--- src/sv/tmtw_pkg.sv ---
package tmtw_pkg;

   // screen geometry
   localparam int COLUMNS    = 80;
   localparam int ROWS       = 25;
   localparam int CELL_COUNT = ROWS * COLUMNS;

   // widths of the port fields
   localparam int OP_W    = 3;
   localparam int BYTE_W  = 8;
   localparam int ROW_W   = 5;
   localparam int COL_W   = 7;

   // internal index widths
   localparam int ROW_IDX_W = $clog2(ROWS);
   localparam int COL_IDX_W = $clog2(COLUMNS);
   localparam int ADDR_W    = $clog2(CELL_COUNT);
   localparam int CNT_W     = $clog2(CELL_COUNT + 1);

   localparam logic [BYTE_W-1:0] BLANK_CHAR  = 8'h20;
   localparam logic [BYTE_W-1:0] RESET_COLOR = 8'h07;

   // operation codes
   localparam logic [OP_W-1:0] OP_PUT_CHAR     = 3'd0;
   localparam logic [OP_W-1:0] OP_WRITE_CELL   = 3'd1;
   localparam logic [OP_W-1:0] OP_CLEAR_ROW    = 3'd2;
   localparam logic [OP_W-1:0] OP_CLEAR_SCREEN = 3'd3;
   localparam logic [OP_W-1:0] OP_READ_CELL    = 3'd4;

   typedef struct packed {
      logic [BYTE_W-1:0] color;
      logic [BYTE_W-1:0] chr;
   } cell_type;

   typedef struct packed {
      logic              en;
      logic [ADDR_W-1:0] addr;
      cell_type          data;
   } ram_wr_type;

   typedef struct packed {
      logic              en;
      logic [ADDR_W-1:0] addr;
   } ram_rd_type;

   // logical row to physical row, rows rotate by the scroll base
   function automatic logic [ROW_IDX_W-1:0] phys_row(input logic [ROW_IDX_W-1:0] row,
                                                     input logic [ROW_IDX_W-1:0] base);
      logic [ROW_IDX_W:0] sum;
      sum = {1'b0, row} + {1'b0, base};
      if (sum >= (ROW_IDX_W+1)'(ROWS)) begin
         sum = sum - (ROW_IDX_W+1)'(ROWS);
      end
      return sum[ROW_IDX_W-1:0];
   endfunction

   function automatic logic [ADDR_W-1:0] cell_addr(input logic [ROW_IDX_W-1:0] row,
                                                   input logic [COL_IDX_W-1:0] col);
      return ADDR_W'(row) * ADDR_W'(COLUMNS) + ADDR_W'(col);
   endfunction

endpackage

--- src/sv/tmtw_ctrl.sv ---
module tmtw_ctrl (
   input  logic                        clock,
   input  logic                        reset,
   input  logic                        start,
   output logic                        busy,
   input  logic [tmtw_pkg::OP_W-1:0]   op,
   input  logic [tmtw_pkg::BYTE_W-1:0] char_code,
   input  logic [tmtw_pkg::BYTE_W-1:0] color_in,
   input  logic [tmtw_pkg::ROW_W-1:0]  row_sel,
   input  logic [tmtw_pkg::COL_W-1:0]  col_sel,
   input  logic [tmtw_pkg::BYTE_W-1:0] text_color,
   output tmtw_pkg::ram_wr_type        wr,
   output tmtw_pkg::ram_rd_type        rd,
   input  tmtw_pkg::cell_type          rd_data,
   output logic                        rsp_valid,
   output logic [tmtw_pkg::BYTE_W-1:0] rsp_char,
   output logic [tmtw_pkg::BYTE_W-1:0] rsp_color,
   output logic [tmtw_pkg::ROW_W-1:0]  rsp_row,
   output logic [tmtw_pkg::COL_W-1:0]  rsp_col
);
   import tmtw_pkg::*;

   typedef enum logic [2:0] {S_INIT, S_IDLE, S_EXEC, S_FILL, S_READ} state_type;

   state_type             state_ff, state_in;
   logic [OP_W-1:0]       op_ff, op_in;
   logic [BYTE_W-1:0]     char_ff, char_in;
   logic [BYTE_W-1:0]     attr_ff, attr_in;
   logic [ROW_W-1:0]      row_ff, row_in;
   logic [COL_W-1:0]      col_ff, col_in;
   logic [ROW_IDX_W-1:0]  cursor_row_ff, cursor_row_in;
   logic [COL_IDX_W-1:0]  cursor_col_ff, cursor_col_in;
   logic [ROW_IDX_W-1:0]  base_ff, base_in;
   logic [ADDR_W-1:0]     fill_addr_ff, fill_addr_in;
   logic [CNT_W-1:0]      fill_cnt_ff, fill_cnt_in;
   cell_type              fill_data_ff, fill_data_in;
   logic                  rsp_valid_ff, rsp_valid_in;
   logic [BYTE_W-1:0]     rsp_char_ff, rsp_char_in;
   logic [BYTE_W-1:0]     rsp_color_ff, rsp_color_in;

   logic [ROW_IDX_W-1:0]  cur_phys;
   logic [ROW_IDX_W-1:0]  sel_phys;
   logic                  row_ok;
   logic                  in_range;

   assign cur_phys = phys_row(cursor_row_ff, base_ff);
   assign sel_phys = phys_row(ROW_IDX_W'(row_ff), base_ff);
   assign row_ok   = 32'(row_ff) < 32'(ROWS);
   assign in_range = row_ok && (32'(col_ff) < 32'(COLUMNS));

   always_comb begin
      state_in      = state_ff;
      op_in         = op_ff;
      char_in       = char_ff;
      attr_in       = attr_ff;
      row_in        = row_ff;
      col_in        = col_ff;
      cursor_row_in = cursor_row_ff;
      cursor_col_in = cursor_col_ff;
      base_in       = base_ff;
      fill_addr_in  = fill_addr_ff;
      fill_cnt_in   = fill_cnt_ff;
      fill_data_in  = fill_data_ff;
      rsp_valid_in  = 1'b0;
      rsp_char_in   = rsp_char_ff;
      rsp_color_in  = rsp_color_ff;
      wr            = '0;
      rd            = '0;

      unique case (state_ff)
         S_INIT, S_FILL: begin
            wr.en        = 1'b1;
            wr.addr      = fill_addr_ff;
            wr.data      = fill_data_ff;
            fill_addr_in = fill_addr_ff + ADDR_W'(1);
            fill_cnt_in  = fill_cnt_ff - CNT_W'(1);
            if (fill_cnt_ff == CNT_W'(1)) begin
               state_in = S_IDLE;
               if (state_ff == S_FILL) begin
                  rsp_valid_in = 1'b1;
                  rsp_char_in  = '0;
                  rsp_color_in = '0;
               end
            end
         end
         S_IDLE: begin
            if (start) begin
               op_in    = op;
               char_in  = char_code;
               attr_in  = color_in;
               row_in   = row_sel;
               col_in   = col_sel;
               state_in = S_EXEC;
            end
         end
         S_EXEC: begin
            rsp_char_in  = '0;
            rsp_color_in = '0;
            rsp_valid_in = 1'b1;
            state_in     = S_IDLE;
            unique case (op_ff)
               OP_PUT_CHAR: begin
                  wr.en   = 1'b1;
                  wr.addr = cell_addr(cur_phys, cursor_col_ff);
                  wr.data = '{color: text_color, chr: char_ff};
                  if (cursor_col_ff == COL_IDX_W'(COLUMNS - 1)) begin
                     cursor_col_in = '0;
                     if (cursor_row_ff == ROW_IDX_W'(ROWS - 1)) begin
                        // scroll: rotate base, old top row becomes the new bottom row
                        base_in      = (base_ff == ROW_IDX_W'(ROWS - 1)) ? '0
                                       : base_ff + ROW_IDX_W'(1);
                        fill_addr_in = cell_addr(base_ff, '0);
                        fill_cnt_in  = CNT_W'(COLUMNS);
                        fill_data_in = '0;
                        rsp_valid_in = 1'b0;
                        state_in     = S_FILL;
                     end else begin
                        cursor_row_in = cursor_row_ff + ROW_IDX_W'(1);
                     end
                  end else begin
                     cursor_col_in = cursor_col_ff + COL_IDX_W'(1);
                  end
               end
               OP_WRITE_CELL: begin
                  wr.en   = in_range;
                  wr.addr = cell_addr(sel_phys, COL_IDX_W'(col_ff));
                  wr.data = '{color: attr_ff, chr: char_ff};
               end
               OP_CLEAR_ROW: begin
                  if (row_ok) begin
                     fill_addr_in = cell_addr(sel_phys, '0);
                     fill_cnt_in  = CNT_W'(COLUMNS);
                     fill_data_in = '{color: text_color, chr: BLANK_CHAR};
                     rsp_valid_in = 1'b0;
                     state_in     = S_FILL;
                  end
               end
               OP_CLEAR_SCREEN: begin
                  fill_addr_in  = '0;
                  fill_cnt_in   = CNT_W'(CELL_COUNT);
                  fill_data_in  = '{color: text_color, chr: BLANK_CHAR};
                  cursor_row_in = '0;
                  cursor_col_in = '0;
                  rsp_valid_in  = 1'b0;
                  state_in      = S_FILL;
               end
               OP_READ_CELL: begin
                  if (in_range) begin
                     rd.en        = 1'b1;
                     rd.addr      = cell_addr(sel_phys, COL_IDX_W'(col_ff));
                     rsp_valid_in = 1'b0;
                     state_in     = S_READ;
                  end
               end
               default: begin
               end
            endcase
         end
         S_READ: begin
            rsp_valid_in = 1'b1;
            rsp_char_in  = rd_data.chr;
            rsp_color_in = rd_data.color;
            state_in     = S_IDLE;
         end
         default: begin
            state_in = S_IDLE;
         end
      endcase
   end

   always_ff @(posedge clock) begin
      if (reset) begin
         state_ff      <= S_INIT;
         cursor_row_ff <= '0;
         cursor_col_ff <= '0;
         base_ff       <= '0;
         fill_addr_ff  <= '0;
         fill_cnt_ff   <= CNT_W'(CELL_COUNT);
         fill_data_ff  <= '{color: RESET_COLOR, chr: BLANK_CHAR};
         rsp_valid_ff  <= 1'b0;
      end else begin
         state_ff      <= state_in;
         cursor_row_ff <= cursor_row_in;
         cursor_col_ff <= cursor_col_in;
         base_ff       <= base_in;
         fill_addr_ff  <= fill_addr_in;
         fill_cnt_ff   <= fill_cnt_in;
         fill_data_ff  <= fill_data_in;
         rsp_valid_ff  <= rsp_valid_in;
      end
      op_ff        <= op_in;
      char_ff      <= char_in;
      attr_ff      <= attr_in;
      row_ff       <= row_in;
      col_ff       <= col_in;
      rsp_char_ff  <= rsp_char_in;
      rsp_color_ff <= rsp_color_in;
   end

   assign busy      = (state_ff != S_IDLE);
   assign rsp_valid = rsp_valid_ff;
   assign rsp_char  = rsp_char_ff;
   assign rsp_color = rsp_color_ff;
   assign rsp_row   = ROW_W'(cursor_row_ff);
   assign rsp_col   = COL_W'(cursor_col_ff);

endmodule

--- config.mk ---
export PLATFORM = sky130hd
export DESIGN_NAME = tmtw_ctrl
export DESIGN_NICKNAME = d
export VERILOG_FILES = /design/src/sv/tmtw_pkg.sv /design/src/sv/tmtw_ctrl.sv
export SDC_FILE = /design/constraint.sdc
export NUM_CORES = 1
export LEC_CHECK = 0
export BUFFER_PORTS_ARGS = -buffer_cell sky130_fd_sc_hd__buf_2
export CORE_ASPECT_RATIO = 1.1
export CORE_MARGIN = 4
export CORE_UTILIZATION = 45
export CTS_BUF_LIST = sky130_fd_sc_hd__clkbuf_16
export DETAILED_ROUTE_END_ITERATION = 10
export PLACE_DENSITY = 0.68
export REMOVE_ABC_BUFFERS = 1
export SLEW_MARGIN = 5
export SYNTH_ARGS = -nofsm -noshare
export SYNTH_HDL_FRONTEND = slang
export SYNTH_SLANG_ARGS = --single-unit
--- constraint.sdc ---
create_clock -name clock -period 7.17 [get_ports clock]
set_input_delay 1.0755 -clock clock [delete_from_list [all_inputs] [get_ports clock]]
set_output_delay 1.0755 -clock clock [all_outputs]
set_load 0.01 [all_outputs]
# == Yosys cells after proc, flatten, opt, wreduce, memory -nomap -nowiden ==
# Index checks and enable logic that the tools add are counted.
# op_classes
addsub,11
multipliers,3
n_lt_le_gt_ge,4
n_eq_ne,24
n_mux,47
reduce_logical,16
# op_table
cell,count
28-bit one-hot mux with 2 select lines,2
11-bit two-way mux,6
11-bit one-hot mux with 3 select lines,2
16-bit two-way mux,3
16-bit one-hot mux with 3 select lines,1
8-bit one-hot mux with 3 select lines,2
11-bit one-hot mux with 2 select lines,2
12-bit two-way mux,3
5-bit two-way mux,5
11-bit by 7-bit adder with 11-bit output,2
5-bit by 3-bit multiplier with 7-bit output (second input constant),3
8-bit two-way mux,2
2-bit != test (second input constant),7
7-bit one-hot mux with 2 select lines,1
5-bit by 5-bit adder with 6-bit output,2
3-bit by 2-bit equality test with 1-bit output (second input constant),4
6-bit by 5-bit >= comparator with 1-bit output (second input constant),2
3-bit one-hot mux with 4 select lines,1
11-bit by 1-bit adder with 11-bit output (second input constant),1
11-bit by 1-bit equality test with 1-bit output (second input constant),1
11-bit by 1-bit subtractor with 11-bit output (second input constant),1
5-bit by 1-bit adder with 5-bit output (second input constant),2
5-bit equality test (second input constant),2
5-bit one-hot mux with 2 select lines,1
other kinds (26),47
# totals
regBits,106
in_bits,58
word_cells,121

# == Logic depth before layout (Yosys ltp) ==
# depth
ltp_word,8
depth_mapped,19
ltp_nobuf,19

# == Worst setup path after synthesis ==
# OpenSTA, ideal clock, no wires.
# synth_timing
path_type,reg2out
from,register base_ff[0]
to,output wr[26] in the netlist's numbering
t_arrival_ns,4.425
t_required_ns,6.094
setup_slack_ns,1.670
stages_incl_launch_ff,18
path_buffers,0
cell_sequence,dfxtp_1 > ha_1 > inv_1 > fa_1 > nand2b_1 > a21oi_1 > xor2_1 > a31oi_1 > o211ai_1 > mux2i_1 > ha_1 > ha_1 > inv_1 > fa_1 > nor4bb_1 > or3_1 > mux2i_1 > a221o_1
# synth_lines
element,line,rtl
"start, declared",tmtw_ctrl.sv:33,"logic [ROW_IDX_W-1:0] base_ff, base_in;"
"start signal, assigned",tmtw_ctrl.sv:185,base_ff <= base_in;
"end, declared",tmtw_ctrl.sv:12,"output tmtw_pkg::ram_wr_type wr,"

==> reports/results.tsv <==
metric	value	unit
Total Routing Usage GR	20.7	%
P_leak	0.00323	µW
postcts setup bufs	0	
Cell Pwr Density	281	nW/µm²
synth top area cells	edfxtp_1, dfxtp_1, ha_1, nor2_1, xor2_1	
largest net degree at the start of global routing	45	
Die Y	130	µm
CP Buf/Inv Count	3	
Syn Inst Count	637	
Finish-stage setup viols	0	
layout net count	863	
Worst EP required	6.09	ns
number of global-route vias before repair	5121	
CTS tree	yes	
Hold Path Class	flop to flop	
post-synthesis mux area share	1.33	%
met3 Track Usage GR	3.94	%
sequential share of the synthesized area	40.1	%
share of layout cells above drive strength 1	21.8	%
Clock Sinks	99	
ys async rst share	0	%
Design Area, Final	7160	µm²
RSZ-0062 raised after global routing	no	
Slew Limit Fails	0	
clock period minus final worst setup slack	6.67	ns
Vias	5329	
largest area contributor in the netlist	edfxtp_1	
crit-path max cell delay	0.58	ns
commonest cells after routing, fill and taps aside	buf_2, nor2_1, dfxtp_1	
warnings from Yosys	0	
Max IR drop VDD	0.134	mV
PostCTS Resize Cnt	0	
Core ar.	13300	µm²
cell area after synthesis	6120	µm²
total CTS buffers	9	
H-tree levels	3	
compound-gate portion of the synthesized area	15.6	%
Crit path max-delay family	adder cells	
Remaining Overflow, GRT	0	
area share of the largest cell type after synthesis	23.1	%
max_slew headroom	18.6	%
slowest CP cell	nor4bb_1	
first-pass iteration count of the detailed router	7	
Synth cell types	72	
Simple-Gate Fraction of Synth Area	20.1	%
status	complete, no violations	
Synth Area in Adders	11.9	%
crit path cell chain	ha_1 > inv_1 > fa_1 > nand2b_1 > a21oi_1 > xor2_1 > a31oi_1 > o211ai_1 > mux2i_1 > ha_1 > ha_1 > inv_1 > fa_1 > xnor2_1 > nor4bb_1 > or3_1 > mux2i_1 > a221o_1 > buf_2	
FMAX	150	MHz
Reg clk slew, reported paths	0.07	ns
Fin Setup TNS	0	ns
Worst Max-Slew Pin Slew	1.22	ns
met2 Resource Use GR	35.8	%
synthesis-to-layout area growth	17.0	%
fillcell total	1241	
kind of critical path	flop to output pin	
part of the cycle the worst path needs	93.0	%
Post-Synth XOR/XNOR Area	6.71	%
setup ws final	0.503	ns
Die W	119	µm
Critical Path Start Type	flop	
clock root cell	clkbuf_16	
WL final	16400	µm
first-pass GRT wire length	26000	µm
clk_lat worst skew	0.35	ns
Top Ports	128	
Starting Density	46.1	%
post-route ant nets	0	
Fin. Hold Viols	0	
grt met1 use	25.6	%
diode count	0	
DIE AREA	15500	µm²
Worst Setup End Kind	output pin	
HPWL after DPL	12300	µm
Longest Clk Path Bufs	2	
register bit total from synthesis	99	
largest family of logic cells by synthesized area	simple AND/OR/NAND/NOR gates	
PortBufs	127	
Top Usage Layer GRT	met2	
commonest non-fill, non-tap cell in the layout	buf_2	
Rows	44	
clock skew	0.00881	ns
Hold Buf Count CTS	0	
Primary FF master, synth	dfxtp_1	
Post-synth EDFFs	47	
crit path max fanout	8	
WL/cell	17.4	µm
vias per cell	5.67	
Area after DPL	6890	µm²
Util after Layout	54.0	%
DR DRC count	0	
Pwr Total	2010	µW
arrival time worst endpoint	5.59	ns
number of max-cap violations	0	
GP Congestion	0.887	
DR iter-0 viols	375	
initial antenna violation count	0	
most used cell, CP	ha_1	
Synth Area per Inst	9.61	µm²
worst slack, placed	0.916	ns
## logic make-up (layout without fill, tap and decap cells)
family	Yosys count	after routing
buf+inv	64	183
xor+xnor	46	46
fa+ha+maj	54	54
compound gates	132	132
simple gates	234	234
mux	8	8
flops	99	99
## where the power goes
group          leakage (µW)  total [µW]  internal (µW)  switching (µW)
Sequential         0.000856         765            693            72.4
Clock              0.000142         454            235             219
Combinational       0.00223         791            294             497
Total               0.00323        2010           1220             788
## final cells by class
type                       instances  area, µm²  area share [%]
timing repair buffer             131        666            9.29
inverter                          36        135            1.89
sequential                        99       2450            34.2
tap                              184        230            3.21
clock buffer                       9        225            3.14
multi-input combinational        474       3410            47.6
clock inverter                     7       45.0           0.629
## routing by layer
| metal | up-vias | wire [µm] |
|---|---|---|
| met2 | 185 | 8000 |
| met4 | 0 | 488 |
| met5 | - | 0 |
| met1 | 2556 | 6950 |
| li1 | 2550 | - |
| met3 | 38 | 950 |
## synthesized netlist by cell type (4+ instances only)
cell and count:
nor2_1 59, dfxtp_1 52, edfxtp_1 47, ha_1 47, nand2_1 44, inv_1 36
a21oi_1 27, xor2_1 25, and2_1 24, clkbuf_1 21, o21ai_0 20, xnor2_1 20
nand3_1 17, nor3_1 17, a222oi_1 14, and3_1 12, nor2b_1 10, a21o_1 9
nand4_1 9, a211oi_1 7, fa_1 7, mux2i_1 7, nand2b_1 7, a211o_1 5
a221o_1 5, a22o_1 5, buf_2 5, nor3b_1 5, o21a_1 5, nand3b_1 4
o22ai_1 4
## worst paths after layout
path                                   end                          start  slack, ns  cells after the start
max reg2reg   fill_addr_ff[8]$_SDFFE_PP0P_        base_ff[0]$_SDFFE_PP0P_       2.23                     16
min          fill_data_ff[13]$_SDFFE_PP0P_  fill_data_ff[13]$_SDFFE_PP0P_       0.46                      2
min reg2reg  fill_data_ff[13]$_SDFFE_PP0P_  fill_data_ff[13]$_SDFFE_PP0P_       0.46                      2
max                                 wr[26]        base_ff[0]$_SDFFE_PP0P_       0.50                     19
## worst reg2reg max path, delay by kind of cell (launching register included)
family	cells	cell delay [ns]
AO/OA/AOI/OAI	6	1.65
XOR/XNOR	1	0.25
adder cells (fa/ha/maj)	5	1.65
buffers and inverters	2	0.13
flip-flops	1	0.51
multiplexers	1	0.48
AND/OR/NAND/NOR	1	0.16
## sequential cells by signal (all words and copies together) (netlist names)
signal,count
fill_addr_ff,11
fill_cnt_ff,11
fill_data_ff,9
attr_ff,8
char_ff,8
rsp_char,8
rsp_color,8
col_ff,7
rsp_col,7
base_ff,5
row_ff,5
rsp_row,5
op_ff,3
state_ff,3
rsp_valid,1
## stage by stage
stage | hold slack (ns) | cells
detailed placement | 0.448 | 924
finish | 0.458 | 940
global route | 0.482 | 940
floorplan | 0.425 | 609
global placement | 0.446 | 924
CTS | 0.459 | 940
(Power assumes the default switching activity.)
